$ cat config.mk
export PLATFORM = sky130hd
export DESIGN_NAME = pid_filtered_derivative_antiwindup_top
export DESIGN_NICKNAME = d
export VERILOG_FILES = /design/src/rtl/core/pfd_pkg.sv /design/src/rtl/core/pfd_divider.sv /design/src/rtl/core/pfd_datapath.sv /design/src/rtl/core/pfd_sequencer.sv /design/src/rtl/core/pid_filtered_derivative_antiwindup_top.sv
export SDC_FILE = /design/constraint.sdc
export NUM_CORES = 2
export LEC_CHECK = 0
export BUFFER_PORTS_ARGS = -buffer_cell sky130_fd_sc_hd__buf_2
export CORE_UTILIZATION = 40
export CTS_BUF_LIST = sky130_fd_sc_hd__clkbuf_8
export CTS_CLUSTER_SIZE = 14
export DETAILED_ROUTE_END_ITERATION = 7
export PLACE_DENSITY = 0.66
export RECOVER_POWER = 50
export SETUP_SLACK_MARGIN = 0.15
export SLEW_MARGIN = 20
export SYNTH_ARGS = -nofsm -noshare
export SYNTH_HDL_FRONTEND = slang
export SYNTH_HIERARCHICAL = 1
export SYNTH_SLANG_ARGS = --single-unit
$ cat constraint.sdc
create_clock -name clk -period 12.9 [get_ports clk]
set_input_delay 1.29 -clock clk [delete_from_list [all_inputs] [get_ports clk]]
set_output_delay 1.29 -clock clk [all_outputs]
set_load 0.01 [all_outputs]
$ cat src/rtl/core/pfd_pkg.sv
// Shared types, constants, arithmetic helpers and microcode for the PID controller.
package pfd_pkg;

    // Number format and datapath sizes.
    localparam int DATA_W  = 32;
    localparam int FRAC_W  = 16;
    localparam int PARAM_W = 31;
    localparam int PROD_W  = 2 * DATA_W;
    localparam int QUO_W   = DATA_W + FRAC_W;
    localparam int CNT_W   = 6;
    localparam int UPC_W   = 5;
    localparam int CFG_IDX_W = 3;

    localparam logic signed [DATA_W-1:0] VAL_MAX = {1'b0, {(DATA_W-1){1'b1}}};
    localparam logic signed [DATA_W-1:0] VAL_MIN = {1'b1, {(DATA_W-1){1'b0}}};

    // Configuration register indexes.
    localparam logic [CFG_IDX_W-1:0] CFG_GAIN_P        = 3'd0;
    localparam logic [CFG_IDX_W-1:0] CFG_GAIN_I        = 3'd1;
    localparam logic [CFG_IDX_W-1:0] CFG_GAIN_D        = 3'd2;
    localparam logic [CFG_IDX_W-1:0] CFG_GAIN_TRACKING = 3'd3;
    localparam logic [CFG_IDX_W-1:0] CFG_FILTER_TIME   = 3'd4;
    localparam logic [CFG_IDX_W-1:0] CFG_SAMPLE_PERIOD = 3'd5;
    localparam logic [CFG_IDX_W-1:0] CFG_OUTPUT_LOW    = 3'd6;
    localparam logic [CFG_IDX_W-1:0] CFG_OUTPUT_HIGH   = 3'd7;

    // Configuration register bank as seen by the datapath.
    typedef struct packed {
        logic signed [DATA_W-1:0]  gain_p;
        logic signed [DATA_W-1:0]  gain_i;
        logic signed [DATA_W-1:0]  gain_d;
        logic signed [DATA_W-1:0]  gain_tracking;
        logic        [PARAM_W-1:0] filter_time;
        logic        [PARAM_W-1:0] sample_period;
        logic signed [DATA_W-1:0]  output_low;
        logic signed [DATA_W-1:0]  output_high;
    } cfg_t;

    // Datapath operations.
    typedef enum logic [2:0] {
        OP_NOP,
        OP_MOV,
        OP_ADD,
        OP_SUB,
        OP_MUL,
        OP_CLAMP,
        OP_DIV,
        OP_CLEAR
    } op_t;

    // Operand sources.
    typedef enum logic [4:0] {
        SRC_ZERO,
        SRC_TARGET,
        SRC_MEAS,
        SRC_PREV,
        SRC_FD,
        SRC_INT,
        SRC_ERR,
        SRC_DM,
        SRC_A,
        SRC_B,
        SRC_C,
        SRC_DRV,
        SRC_CLP,
        SRC_PROD,
        SRC_DIVQ,
        SRC_GP,
        SRC_GI,
        SRC_GD,
        SRC_GT,
        SRC_TF,
        SRC_DT
    } src_t;

    // Result destinations.
    typedef enum logic [3:0] {
        DST_NONE,
        DST_ERR,
        DST_DM,
        DST_A,
        DST_B,
        DST_C,
        DST_DRV,
        DST_CLP,
        DST_FD,
        DST_INT,
        DST_PREV
    } dst_t;

    // Jump conditions.
    typedef enum logic [1:0] {
        COND_NONE,
        COND_MODE,
        COND_DIV_BUSY
    } cond_t;

    // One control word of the microprogram.
    typedef struct packed {
        op_t              op;
        src_t             src_a;
        src_t             src_b;
        dst_t             dst;
        cond_t            cond;
        logic [UPC_W-1:0] jump_addr;
        logic             done;
    } ctrl_t;

    // Entry points inside the microprogram.
    localparam logic [UPC_W-1:0] UPC_DIV_WAIT = 5'd8;
    localparam logic [UPC_W-1:0] UPC_CLEAR    = 5'd25;
    localparam logic [UPC_W-1:0] UPC_NONE     = 5'd0;

    // Magnitude of a signed value; the most negative value maps onto 2^(DATA_W-1).
    function automatic logic [DATA_W-1:0] mag(input logic signed [DATA_W-1:0] v);
        return v[DATA_W-1] ? (~v + 1'b1) : v;
    endfunction

    // Signed value from sign and wide magnitude, saturated to the data range.
    function automatic logic signed [DATA_W-1:0] qsat(input logic neg,
                                                      input logic [QUO_W-1:0] m);
        logic big;
        big = (m[QUO_W-1:DATA_W-1] != '0);
        if (!neg)
            return big ? VAL_MAX : m[DATA_W-1:0];
        else
            return big ? VAL_MIN : (~m[DATA_W-1:0] + 1'b1);
    endfunction

    // Saturating addition.
    function automatic logic signed [DATA_W-1:0] sat_add(input logic signed [DATA_W-1:0] a,
                                                         input logic signed [DATA_W-1:0] b);
        logic [DATA_W:0] s;
        s = {a[DATA_W-1], a} + {b[DATA_W-1], b};
        if (s[DATA_W] != s[DATA_W-1])
            return s[DATA_W] ? VAL_MIN : VAL_MAX;
        return s[DATA_W-1:0];
    endfunction

    // Saturating subtraction.
    function automatic logic signed [DATA_W-1:0] sat_sub(input logic signed [DATA_W-1:0] a,
                                                         input logic signed [DATA_W-1:0] b);
        logic [DATA_W:0] s;
        s = {a[DATA_W-1], a} - {b[DATA_W-1], b};
        if (s[DATA_W] != s[DATA_W-1])
            return s[DATA_W] ? VAL_MIN : VAL_MAX;
        return s[DATA_W-1:0];
    endfunction

    // Builds one control word.
    function automatic ctrl_t mk(input op_t op, input src_t sa, input src_t sb,
                                 input dst_t dst, input cond_t cond,
                                 input logic [UPC_W-1:0] jump_addr, input logic done);
        ctrl_t w;
        w.op        = op;
        w.src_a     = sa;
        w.src_b     = sb;
        w.dst       = dst;
        w.cond      = cond;
        w.jump_addr = jump_addr;
        w.done      = done;
        return w;
    endfunction

    // The microprogram: a control step from address 0, a clear from UPC_CLEAR.
    function automatic ctrl_t ucode(input logic [UPC_W-1:0] addr);
        ctrl_t w;
        case (addr)
            // Branch to the clear sequence when the item asks for it.
            5'd0:  w = mk(OP_NOP,   SRC_ZERO,   SRC_ZERO, DST_NONE, COND_MODE, UPC_CLEAR, 1'b0);
            5'd1:  w = mk(OP_SUB,   SRC_TARGET, SRC_MEAS, DST_ERR,  COND_NONE, UPC_NONE, 1'b0);
            5'd2:  w = mk(OP_SUB,   SRC_MEAS,   SRC_PREV, DST_DM,   COND_NONE, UPC_NONE, 1'b0);
            // Derivative numerator: tf*d - kd*dm.
            5'd3:  w = mk(OP_MUL,   SRC_TF,     SRC_FD,   DST_NONE, COND_NONE, UPC_NONE, 1'b0);
            5'd4:  w = mk(OP_MOV,   SRC_PROD,   SRC_ZERO, DST_A,    COND_NONE, UPC_NONE, 1'b0);
            5'd5:  w = mk(OP_MUL,   SRC_GD,     SRC_DM,   DST_NONE, COND_NONE, UPC_NONE, 1'b0);
            5'd6:  w = mk(OP_SUB,   SRC_A,      SRC_PROD, DST_A,    COND_NONE, UPC_NONE, 1'b0);
            // Divide by tf + dt and wait for the quotient.
            5'd7:  w = mk(OP_DIV,   SRC_A,      SRC_ZERO, DST_NONE, COND_NONE, UPC_NONE, 1'b0);
            5'd8:  w = mk(OP_NOP,   SRC_ZERO,   SRC_ZERO, DST_NONE, COND_DIV_BUSY,
                          UPC_DIV_WAIT, 1'b0);
            5'd9:  w = mk(OP_MOV,   SRC_DIVQ,   SRC_ZERO, DST_FD,   COND_NONE, UPC_NONE, 1'b0);
            // Drive and its clamped copy.
            5'd10: w = mk(OP_MUL,   SRC_GP,     SRC_ERR,  DST_NONE, COND_NONE, UPC_NONE, 1'b0);
            5'd11: w = mk(OP_ADD,   SRC_PROD,   SRC_FD,   DST_A,    COND_NONE, UPC_NONE, 1'b0);
            5'd12: w = mk(OP_ADD,   SRC_A,      SRC_INT,  DST_DRV,  COND_NONE, UPC_NONE, 1'b0);
            5'd13: w = mk(OP_CLAMP, SRC_DRV,    SRC_ZERO, DST_CLP,  COND_NONE, UPC_NONE, 1'b0);
            5'd14: w = mk(OP_SUB,   SRC_DRV,    SRC_CLP,  DST_A,    COND_NONE, UPC_NONE, 1'b0);
            // Integrator increment: (ki*dt)*err + (dt*kt)*(drive - clamped).
            5'd15: w = mk(OP_MUL,   SRC_GI,     SRC_DT,   DST_NONE, COND_NONE, UPC_NONE, 1'b0);
            5'd16: w = mk(OP_MOV,   SRC_PROD,   SRC_ZERO, DST_B,    COND_NONE, UPC_NONE, 1'b0);
            5'd17: w = mk(OP_MUL,   SRC_B,      SRC_ERR,  DST_NONE, COND_NONE, UPC_NONE, 1'b0);
            5'd18: w = mk(OP_MOV,   SRC_PROD,   SRC_ZERO, DST_B,    COND_NONE, UPC_NONE, 1'b0);
            5'd19: w = mk(OP_MUL,   SRC_DT,     SRC_GT,   DST_NONE, COND_NONE, UPC_NONE, 1'b0);
            5'd20: w = mk(OP_MOV,   SRC_PROD,   SRC_ZERO, DST_C,    COND_NONE, UPC_NONE, 1'b0);
            5'd21: w = mk(OP_MUL,   SRC_C,      SRC_A,    DST_NONE, COND_NONE, UPC_NONE, 1'b0);
            5'd22: w = mk(OP_ADD,   SRC_B,      SRC_PROD, DST_A,    COND_NONE, UPC_NONE, 1'b0);
            5'd23: w = mk(OP_ADD,   SRC_INT,    SRC_A,    DST_INT,  COND_NONE, UPC_NONE, 1'b0);
            5'd24: w = mk(OP_MOV,   SRC_MEAS,   SRC_ZERO, DST_PREV, COND_NONE, UPC_NONE, 1'b1);
            // Clear sequence.
            5'd25: w = mk(OP_CLEAR, SRC_ZERO,   SRC_ZERO, DST_NONE, COND_NONE, UPC_NONE, 1'b0);
            5'd26: w = mk(OP_NOP,   SRC_ZERO,   SRC_ZERO, DST_NONE, COND_NONE, UPC_NONE, 1'b1);
            default: w = mk(OP_NOP, SRC_ZERO,   SRC_ZERO, DST_NONE, COND_NONE, UPC_NONE, 1'b1);
        endcase
        return w;
    endfunction

endpackage

$ cat src/rtl/core/pfd_divider.sv
// Restoring divider forming (num << FRAC_W) / den one quotient bit per cycle.
module pfd_divider
(
    input  logic                             clk,
    input  logic                             rst_n,
    input  logic                             start,
    input  logic signed [pfd_pkg::DATA_W-1:0] num,
    input  logic        [pfd_pkg::DATA_W-1:0] den,
    output logic                             busy,
    output logic signed [pfd_pkg::DATA_W-1:0] quotient
);

    logic                          busy_reg, busy_next;
    logic [pfd_pkg::CNT_W-1:0]     count_reg, count_next;
    logic                          neg_reg, neg_next;
    logic [pfd_pkg::QUO_W-1:0]     work_reg, work_next;
    logic [pfd_pkg::DATA_W-1:0]    rem_reg, rem_next;
    logic [pfd_pkg::DATA_W-1:0]    den_reg, den_next;
    logic [pfd_pkg::DATA_W:0]      trial;
    logic [pfd_pkg::DATA_W:0]      diff;

    // Control registers.
    always_ff @(posedge clk or negedge rst_n)
    begin
        if (!rst_n)
        begin
            busy_reg  <= 1'b0;
            count_reg <= '0;
        end
        else
        begin
            busy_reg  <= busy_next;
            count_reg <= count_next;
        end
    end

    // Working registers.
    always_ff @(posedge clk)
    begin
        neg_reg  <= neg_next;
        work_reg <= work_next;
        rem_reg  <= rem_next;
        den_reg  <= den_next;
    end

    // One restoring step per cycle; the dividend shifts out as quotient bits shift in.
    always_comb
    begin
        busy_next  = busy_reg;
        count_next = count_reg;
        neg_next   = neg_reg;
        work_next  = work_reg;
        rem_next   = rem_reg;
        den_next   = den_reg;
        trial      = {rem_reg, work_reg[pfd_pkg::QUO_W-1]};
        diff       = trial - {1'b0, den_reg};
        if (start)
        begin
            busy_next  = 1'b1;
            count_next = pfd_pkg::CNT_W'(pfd_pkg::QUO_W);
            neg_next   = num[pfd_pkg::DATA_W-1];
            work_next  = {pfd_pkg::mag(num), {pfd_pkg::FRAC_W{1'b0}}};
            rem_next   = '0;
            den_next   = den;
        end
        else if (busy_reg)
        begin
            if (!diff[pfd_pkg::DATA_W])
            begin
                rem_next  = diff[pfd_pkg::DATA_W-1:0];
                work_next = {work_reg[pfd_pkg::QUO_W-2:0], 1'b1};
            end
            else
            begin
                rem_next  = trial[pfd_pkg::DATA_W-1:0];
                work_next = {work_reg[pfd_pkg::QUO_W-2:0], 1'b0};
            end
            count_next = count_reg - 1'b1;
            if (count_reg == pfd_pkg::CNT_W'(1))
                busy_next = 1'b0;
        end
    end

    assign busy     = busy_reg;
    assign quotient = pfd_pkg::qsat(neg_reg, work_reg);

endmodule

$ cat src/rtl/core/pfd_datapath.sv
// Datapath of the PID controller: operand selection, shared multiplier, adder, clamp and state.
module pfd_datapath
(
    input  logic                              clk,
    input  logic                              rst_n,
    input  pfd_pkg::ctrl_t                    ctrl,
    input  pfd_pkg::cfg_t                     cfg,
    input  logic signed [pfd_pkg::DATA_W-1:0] target_val,
    input  logic signed [pfd_pkg::DATA_W-1:0] meas_val,
    output logic                              div_busy,
    output logic signed [pfd_pkg::DATA_W-1:0] drive_val,
    output logic signed [pfd_pkg::DATA_W-1:0] clamped_val
);

    // Loop state, cleared at reset.
    logic signed [pfd_pkg::DATA_W-1:0] fd_reg, fd_next;
    logic signed [pfd_pkg::DATA_W-1:0] int_reg, int_next;
    logic signed [pfd_pkg::DATA_W-1:0] prev_reg, prev_next;

    // Scratch registers.
    logic signed [pfd_pkg::DATA_W-1:0] err_reg, err_next;
    logic signed [pfd_pkg::DATA_W-1:0] dm_reg, dm_next;
    logic signed [pfd_pkg::DATA_W-1:0] a_reg, a_next;
    logic signed [pfd_pkg::DATA_W-1:0] b_reg, b_next;
    logic signed [pfd_pkg::DATA_W-1:0] c_reg, c_next;
    logic signed [pfd_pkg::DATA_W-1:0] drv_reg, drv_next;
    logic signed [pfd_pkg::DATA_W-1:0] clp_reg, clp_next;

    // Multiplier output register.
    logic [pfd_pkg::PROD_W-1:0] prod_reg, prod_next;
    logic                       prod_neg_reg, prod_neg_next;

    logic signed [pfd_pkg::DATA_W-1:0] opa;
    logic signed [pfd_pkg::DATA_W-1:0] opb;
    logic signed [pfd_pkg::DATA_W-1:0] prod_val;
    logic signed [pfd_pkg::DATA_W-1:0] quo_val;
    logic signed [pfd_pkg::DATA_W-1:0] res;
    logic        [pfd_pkg::DATA_W-1:0] den_sum;
    logic        [pfd_pkg::DATA_W-1:0] den;
    logic                              div_start;

    // Saturated, rescaled view of the last product.
    assign prod_val = pfd_pkg::qsat(prod_neg_reg,
                                    prod_reg[pfd_pkg::PROD_W-1:pfd_pkg::FRAC_W]);

    // Denominator tf + dt, with zero taken as one least significant bit.
    assign den_sum = {1'b0, cfg.filter_time} + {1'b0, cfg.sample_period};
    assign den     = (den_sum == '0) ? pfd_pkg::DATA_W'(1) : den_sum;

    assign div_start = (ctrl.op == pfd_pkg::OP_DIV);

    pfd_divider u_divider
    (
        .clk      (clk),
        .rst_n    (rst_n),
        .start    (div_start),
        .num      (opa),
        .den      (den),
        .busy     (div_busy),
        .quotient (quo_val)
    );

    // Operand selection.
    function automatic logic signed [pfd_pkg::DATA_W-1:0] pick(input pfd_pkg::src_t s,
        input logic signed [pfd_pkg::DATA_W-1:0] t, input logic signed [pfd_pkg::DATA_W-1:0] m,
        input logic signed [pfd_pkg::DATA_W-1:0] p, input logic signed [pfd_pkg::DATA_W-1:0] f,
        input logic signed [pfd_pkg::DATA_W-1:0] i, input logic signed [pfd_pkg::DATA_W-1:0] e,
        input logic signed [pfd_pkg::DATA_W-1:0] d, input logic signed [pfd_pkg::DATA_W-1:0] ra,
        input logic signed [pfd_pkg::DATA_W-1:0] rb, input logic signed [pfd_pkg::DATA_W-1:0] rc,
        input logic signed [pfd_pkg::DATA_W-1:0] dv, input logic signed [pfd_pkg::DATA_W-1:0] cl,
        input logic signed [pfd_pkg::DATA_W-1:0] pr, input logic signed [pfd_pkg::DATA_W-1:0] q,
        input pfd_pkg::cfg_t c);
        case (s)
            pfd_pkg::SRC_TARGET: return t;
            pfd_pkg::SRC_MEAS:   return m;
            pfd_pkg::SRC_PREV:   return p;
            pfd_pkg::SRC_FD:     return f;
            pfd_pkg::SRC_INT:    return i;
            pfd_pkg::SRC_ERR:    return e;
            pfd_pkg::SRC_DM:     return d;
            pfd_pkg::SRC_A:      return ra;
            pfd_pkg::SRC_B:      return rb;
            pfd_pkg::SRC_C:      return rc;
            pfd_pkg::SRC_DRV:    return dv;
            pfd_pkg::SRC_CLP:    return cl;
            pfd_pkg::SRC_PROD:   return pr;
            pfd_pkg::SRC_DIVQ:   return q;
            pfd_pkg::SRC_GP:     return c.gain_p;
            pfd_pkg::SRC_GI:     return c.gain_i;
            pfd_pkg::SRC_GD:     return c.gain_d;
            pfd_pkg::SRC_GT:     return c.gain_tracking;
            pfd_pkg::SRC_TF:     return {1'b0, c.filter_time};
            pfd_pkg::SRC_DT:     return {1'b0, c.sample_period};
            default:             return '0;
        endcase
    endfunction

    assign opa = pick(ctrl.src_a, target_val, meas_val, prev_reg, fd_reg, int_reg, err_reg,
                      dm_reg, a_reg, b_reg, c_reg, drv_reg, clp_reg, prod_val, quo_val, cfg);
    assign opb = pick(ctrl.src_b, target_val, meas_val, prev_reg, fd_reg, int_reg, err_reg,
                      dm_reg, a_reg, b_reg, c_reg, drv_reg, clp_reg, prod_val, quo_val, cfg);

    // Combinational result of the adder or the clamp; other operations pass operand a through.
    always_comb
    begin
        case (ctrl.op)
            pfd_pkg::OP_ADD: res = pfd_pkg::sat_add(opa, opb);
            pfd_pkg::OP_SUB: res = pfd_pkg::sat_sub(opa, opb);
            pfd_pkg::OP_CLAMP:
            begin
                if (opa < cfg.output_low)
                    res = cfg.output_low;
                else if (opa > cfg.output_high)
                    res = cfg.output_high;
                else
                    res = opa;
            end
            default: res = opa;
        endcase
    end

    // Register write-back, multiplier load and clear.
    always_comb
    begin
        fd_next       = fd_reg;
        int_next      = int_reg;
        prev_next     = prev_reg;
        err_next      = err_reg;
        dm_next       = dm_reg;
        a_next        = a_reg;
        b_next        = b_reg;
        c_next        = c_reg;
        drv_next      = drv_reg;
        clp_next      = clp_reg;
        prod_next     = prod_reg;
        prod_neg_next = prod_neg_reg;
        case (ctrl.dst)
            pfd_pkg::DST_ERR:  err_next  = res;
            pfd_pkg::DST_DM:   dm_next   = res;
            pfd_pkg::DST_A:    a_next    = res;
            pfd_pkg::DST_B:    b_next    = res;
            pfd_pkg::DST_C:    c_next    = res;
            pfd_pkg::DST_DRV:  drv_next  = res;
            pfd_pkg::DST_CLP:  clp_next  = res;
            pfd_pkg::DST_FD:   fd_next   = res;
            pfd_pkg::DST_INT:  int_next  = res;
            pfd_pkg::DST_PREV: prev_next = res;
            default:           ;
        endcase
        if (ctrl.op == pfd_pkg::OP_MUL)
        begin
            prod_next     = pfd_pkg::mag(opa) * pfd_pkg::mag(opb);
            prod_neg_next = opa[pfd_pkg::DATA_W-1] ^ opb[pfd_pkg::DATA_W-1];
        end
        if (ctrl.op == pfd_pkg::OP_CLEAR)
        begin
            fd_next  = '0;
            int_next = '0;
            drv_next = '0;
            clp_next = '0;
        end
    end

    // State registers.
    always_ff @(posedge clk or negedge rst_n)
    begin
        if (!rst_n)
        begin
            fd_reg   <= '0;
            int_reg  <= '0;
            prev_reg <= '0;
        end
        else
        begin
            fd_reg   <= fd_next;
            int_reg  <= int_next;
            prev_reg <= prev_next;
        end
    end

    // Scratch and product registers.
    always_ff @(posedge clk)
    begin
        err_reg      <= err_next;
        dm_reg       <= dm_next;
        a_reg        <= a_next;
        b_reg        <= b_next;
        c_reg        <= c_next;
        drv_reg      <= drv_next;
        clp_reg      <= clp_next;
        prod_reg     <= prod_next;
        prod_neg_reg <= prod_neg_next;
    end

    assign drive_val   = drv_reg;
    assign clamped_val = clp_reg;

endmodule

$ cat src/rtl/core/pfd_sequencer.sv
// Microprogram sequencer: step counter, control-store fetch and conditional jumps.
module pfd_sequencer
(
    input  logic           clk,
    input  logic           rst_n,
    input  logic           start,
    input  logic           mode,
    input  logic           div_busy,
    input  logic           out_free,
    output pfd_pkg::ctrl_t ctrl,
    output logic           running,
    output logic           done
);

    logic [pfd_pkg::UPC_W-1:0] step_reg, step_next;
    logic                      running_reg, running_next;
    logic                      mode_reg, mode_next;
    pfd_pkg::ctrl_t            word;
    logic                      cond_hit;

    always_ff @(posedge clk or negedge rst_n)
    begin
        if (!rst_n)
        begin
            step_reg    <= '0;
            running_reg <= 1'b0;
            mode_reg    <= 1'b0;
        end
        else
        begin
            step_reg    <= step_next;
            running_reg <= running_next;
            mode_reg    <= mode_next;
        end
    end

    assign word = pfd_pkg::ucode(step_reg);

    // Jump condition of the current step.
    always_comb
    begin
        case (word.cond)
            pfd_pkg::COND_MODE:     cond_hit = mode_reg;
            pfd_pkg::COND_DIV_BUSY: cond_hit = div_busy;
            default:                cond_hit = 1'b0;
        endcase
    end

    // Next step; the last step holds until the output register is free.
    always_comb
    begin
        step_next    = step_reg;
        running_next = running_reg;
        mode_next    = mode_reg;
        done         = 1'b0;
        if (start)
        begin
            step_next    = '0;
            running_next = 1'b1;
            mode_next    = mode;
        end
        else if (running_reg)
        begin
            if (word.done)
            begin
                if (out_free)
                begin
                    running_next = 1'b0;
                    done         = 1'b1;
                end
            end
            else if (cond_hit)
                step_next = word.jump_addr;
            else
                step_next = step_reg + 1'b1;
        end
    end

    // Nothing is issued to the datapath while idle.
    always_comb
    begin
        if (running_reg)
            ctrl = word;
        else
            ctrl = pfd_pkg::mk(pfd_pkg::OP_NOP, pfd_pkg::SRC_ZERO, pfd_pkg::SRC_ZERO,
                               pfd_pkg::DST_NONE, pfd_pkg::COND_NONE, pfd_pkg::UPC_NONE, 1'b0);
    end

    assign running = running_reg;

endmodule

$ cat src/rtl/core/pid_filtered_derivative_antiwindup_top.sv
// Top level of the PID controller with filtered derivative and back-calculation anti-windup.
//
// Input channel (in_valid, in_stall, mode, target, measured): one beat is one control
// step, or a clear of the integrator and derivative when mode is set. in_stall is high
// while an item is being worked on, so one item is in flight at a time.
// Output channel (out_valid, out_stall, drive, drive_clamped): one beat per input beat,
// held in an output register; the next item is taken while a result waits there.
// Configuration: cfg_valid/cfg_ready with cfg_index and cfg_data; cfg_ready is always
// high and registers are to be written only while the block is idle.
// A control step runs the microcode from acceptance to the result being loaded, holding on
// the step that waits for the bit-serial divider; a clear runs only the clear sequence.
// The next item can be taken in the cycle after the result is loaded.
// The divider loop sets the rate, one quotient bit per cycle.
// If out_stall holds a previous result, the microprogram waits on its last step.
// Reset clears the loop state, returns the registers to their defaults and empties
// the output register.
module pid_filtered_derivative_antiwindup_top
(
    input  logic                                 clk,
    input  logic                                 rst_n,
    input  logic                                 in_valid,
    output logic                                 in_stall,
    input  logic                                 mode,
    input  logic signed [pfd_pkg::DATA_W-1:0]    target,
    input  logic signed [pfd_pkg::DATA_W-1:0]    measured,
    output logic                                 out_valid,
    input  logic                                 out_stall,
    output logic signed [pfd_pkg::DATA_W-1:0]    drive,
    output logic signed [pfd_pkg::DATA_W-1:0]    drive_clamped,
    input  logic                                 cfg_valid,
    output logic                                 cfg_ready,
    input  logic        [pfd_pkg::CFG_IDX_W-1:0] cfg_index,
    input  logic        [pfd_pkg::DATA_W-1:0]    cfg_data
);

    pfd_pkg::cfg_t  cfg_reg, cfg_next;
    logic signed [pfd_pkg::DATA_W-1:0] target_reg, target_next;
    logic signed [pfd_pkg::DATA_W-1:0] meas_reg, meas_next;
    logic                              out_valid_reg, out_valid_next;
    logic signed [pfd_pkg::DATA_W-1:0] drive_reg, drive_next;
    logic signed [pfd_pkg::DATA_W-1:0] clamped_reg, clamped_next;

    pfd_pkg::ctrl_t                    ctrl;
    logic                              running;
    logic                              done;
    logic                              div_busy;
    logic                              in_accept;
    logic                              out_free;
    logic signed [pfd_pkg::DATA_W-1:0] drive_val;
    logic signed [pfd_pkg::DATA_W-1:0] clamped_val;

    assign cfg_ready = 1'b1;
    assign in_stall  = running;
    assign in_accept = in_valid && !running;
    assign out_free  = !out_valid_reg || !out_stall;

    // Configuration register writes.
    always_comb
    begin
        cfg_next = cfg_reg;
        if (cfg_valid)
        begin
            case (cfg_index)
                pfd_pkg::CFG_GAIN_P:        cfg_next.gain_p        = cfg_data;
                pfd_pkg::CFG_GAIN_I:        cfg_next.gain_i        = cfg_data;
                pfd_pkg::CFG_GAIN_D:        cfg_next.gain_d        = cfg_data;
                pfd_pkg::CFG_GAIN_TRACKING: cfg_next.gain_tracking = cfg_data;
                pfd_pkg::CFG_FILTER_TIME:
                    cfg_next.filter_time = cfg_data[pfd_pkg::PARAM_W-1:0];
                pfd_pkg::CFG_SAMPLE_PERIOD:
                    cfg_next.sample_period = cfg_data[pfd_pkg::PARAM_W-1:0];
                pfd_pkg::CFG_OUTPUT_LOW:    cfg_next.output_low    = cfg_data;
                pfd_pkg::CFG_OUTPUT_HIGH:   cfg_next.output_high   = cfg_data;
                default:                    ;
            endcase
        end
    end

    always_ff @(posedge clk or negedge rst_n)
    begin
        if (!rst_n)
        begin
            cfg_reg.gain_p        <= 32'sd65536;
            cfg_reg.gain_i        <= '0;
            cfg_reg.gain_d        <= '0;
            cfg_reg.gain_tracking <= '0;
            cfg_reg.filter_time   <= 31'd65536;
            cfg_reg.sample_period <= 31'd655;
            cfg_reg.output_low    <= '0;
            cfg_reg.output_high   <= 32'sd65536;
        end
        else
        begin
            cfg_reg <= cfg_next;
        end
    end

    // Input capture and output register.
    always_comb
    begin
        target_next    = target_reg;
        meas_next      = meas_reg;
        out_valid_next = out_valid_reg;
        drive_next     = drive_reg;
        clamped_next   = clamped_reg;
        if (in_accept)
        begin
            target_next = target;
            meas_next   = measured;
        end
        if (out_valid_reg && !out_stall)
            out_valid_next = 1'b0;
        if (done)
        begin
            out_valid_next = 1'b1;
            drive_next     = drive_val;
            clamped_next   = clamped_val;
        end
    end

    always_ff @(posedge clk or negedge rst_n)
    begin
        if (!rst_n)
            out_valid_reg <= 1'b0;
        else
            out_valid_reg <= out_valid_next;
    end

    always_ff @(posedge clk)
    begin
        target_reg  <= target_next;
        meas_reg    <= meas_next;
        drive_reg   <= drive_next;
        clamped_reg <= clamped_next;
    end

    pfd_sequencer u_sequencer
    (
        .clk      (clk),
        .rst_n    (rst_n),
        .start    (in_accept),
        .mode     (mode),
        .div_busy (div_busy),
        .out_free (out_free),
        .ctrl     (ctrl),
        .running  (running),
        .done     (done)
    );

    pfd_datapath u_datapath
    (
        .clk         (clk),
        .rst_n       (rst_n),
        .ctrl        (ctrl),
        .cfg         (cfg_reg),
        .target_val  (target_reg),
        .meas_val    (meas_reg),
        .div_busy    (div_busy),
        .drive_val   (drive_val),
        .clamped_val (clamped_val)
    );

    assign out_valid     = out_valid_reg;
    assign drive         = drive_reg;
    assign drive_clamped = clamped_reg;

endmodule

==> impl_metrics.py <==
metrics = {
    "run_status": {
        "outcome": "finished, violations left",
        "violations": "design-rule violations, max-capacitance violations, max-slew violations",
    },
    "global_route": {
        "grt_pass1_vias": 78379,
        "use_met3_pct": 10.5,
        "gr-total-overflow": 0,
        "grt_use_met1_pct": 49.5,
        "grt_max_degree": 74,
        "grt_util_met2_pct": 54.1,
        "grt_pass1_wl_um": 570000,
        "gr-usage-all-layers_pct": 36.8,
        "antenna_found_initial": 16,
        "grt.busiest_layer": "met2",
    },
    "sta": {
        "hold_viol": 0,
        "grt_setup_unrepaired": "false",
        "worst_slew_pin_slew_ns": 4.67,
        "fin_worst_skew_ns": 0.0822,
        "fin_ws_ns": 0.407,
        "timing.fmax_mhz": 80.0,
        "relSlewSlack_pct": -211,
        "fin_setup_tns_ns": 0,
        "fin_crit_ns": 12.49,
        "fin_crit_sh_pct": 96.8,
        "setup_viol": 0,
        "drv_slew": 662,
    },
    "clock_network": {
        "numCtsBuffers": 150,
        "cts_hold_buf": 0,
        "clkTransAtPathRegs_ns": 0.07,
        "cts-root-buf": "clkbuf_8",
        "htreeDepth": 4,
        "clock_latency_ns": 0.99,
        "clk_path_buf_depth": 3,
        "cts.sinks": 879,
        "cts_tree": "done",
    },
    "place": {
        "port_buffers": 170,
        "post-place-ws_ns": -0.827,
        "dp_cells": 12516,
        "gp_congestion": 1.04,
        "hpwl_um": 310000,
    },
    "drt": {
        "drtIter0Drc": 10565,
        "routed_via_density": 6.15,
        "via_count": 79110,
        "drtAntennaViolNets": 0,
        "firstDrtPassIters": 8,
        "routedWlPerCell_um": 31.4,
        "routed_wl_um": 404000,
        "drc_errors": 39,
    },
    "critical_path": {
        "startpoint_type": "register",
        "crit_fanout": 13,
        "crit_slowest_cell": "fa_1",
        "cp-end-kind": "register",
        "reg2regPathDepth": 51,
        "regToRegStartpoint": "u_datapath/u_divider/work_reg[36]$_DFFE_PP_",
        "critical_path_class": "register to register",
        "regToRegSetupSlack_ns": 0.41,
        "cp_slowest_stage_delay_ns": 0.52,
        "worstPathArrival_ns": 13.21,
        "crit_end": "u_datapath/prod_reg[46]$_DFFE_PN_",
        "timing.rr.end": "u_datapath/prod_reg[46]$_DFFE_PN_",
        "cp-startpoint": "u_datapath/u_divider/work_reg[36]$_DFFE_PP_",
        "cp_data_required_time_ns": 13.62,
    },
    "worst_hold_path": {
        "min_path_type": "input port to register",
    },
    "floorplan": {
        "dieWidth_um": 465,
        "initial_core_util_pct": 40.3,
        "io_pins": 172,
        "dieArea_um2": 216000,
        "core_area_um2": 212000,
        "num_rows": 169,
        "die_y_um": 465,
    },
    "run": {
        "cap_viol_max_count": 15,
    },
    "yosys": {
        "synth_area_um2": 85600,
        "ys_warn_count": 6,
        "syn_area_per_cell_um2": 9.47,
        "synth_nets": 10513,
        "postSynthCellCount": 9041,
    },
    "finish": {
        "most-common-layout-cells": "inv_1, buf_4, fa_1",
        "layout_commonest_cell": "inv_1",
        "drive_above_1_share_pct": 19.8,
        "largest_register_ffs": 254,
        "final_cells": 12862,
        "syn_to_final_growth_pct": 19.5,
        "final_util_pct": 48.2,
        "nNetsFinal": 11372,
    },
}
## critical path, delay by kind of cell (launching register included)
kind | cells | cell delay [ns]
mux | 1 | 0.29
flops | 1 | 0.42
simple gates | 13 | 2.84
fa+ha+maj | 9 | 4.04
compound gates | 12 | 2.32
xor+xnor | 2 | 0.26
buf+inv | 14 | 2.00
## final cells by class
cell class,count,area [um^2]
clock buffer,178,2450
fill,20033,110000
timing repair buffer,1241,10200
inverter,1240,4670
clock inverter,104,876
antenna,11,27.5
tap,2821,3530
multi-input combinational,6388,57000
sequential,879,23500
## how the worst min path moves through the flow
stage | from | endpoint | depth (start not counted)
finish | measured[17] | meas_reg[17]$_DFFE_PP_ | 1
global route | measured[27] | meas_reg[27]$_DFFE_PP_ | 1
CTS | rst_n | u_datapath/int_reg[25]$_DFFE_PN0P_ | 1
detailed placement | u_datapath/u_divider/rem_reg[18]$_SDFFE_PP0P_ | u_datapath/u_divider/rem_reg[18]$_SDFFE_PP0P_ | 2
global placement | u_datapath/u_divider/rem_reg[18]$_SDFFE_PP0P_ | u_datapath/u_divider/rem_reg[18]$_SDFFE_PP0P_ | 2
floorplan | u_datapath/clamped_val[11]$_SDFFE_PP0N_ | drive_clamped[11]$_DFFE_PP_ | 0
## timing repair
| action | CTS | global route |
|---|---|---|
| pin swaps | 13 | 65 |
| setup buffers | 14 | 34 |
| setup endpoints to repair | 35 | 35 |
| cloned | 1 | 3 |
| gates resized for setup | 67 | 181 |
## metrics by stage
step           hold slack [ns]  area [um^2]
2_1_floorplan            0.430        85600
3_3_place_gp             0.458        97400
3_5_place_dp             0.469        97400
4_1_cts                  0.291       101000
5_1_grt                  0.452       102000
6_report                 0.475       102000
## metal layers
| layer | part of all wire [%] | up-vias |
|---|---|---|
| met5 | 0.022 | - |
| met4 | 5.9 | 12 |
| met3 | 12 | 1196 |
| met2 | 42 | 5189 |
| met1 | 40 | 40061 |
| li1 | - | 32652 |
Power is not shown: default switching activity piles up to over one toggle a cycle in this logic, so the estimate is an artifact.
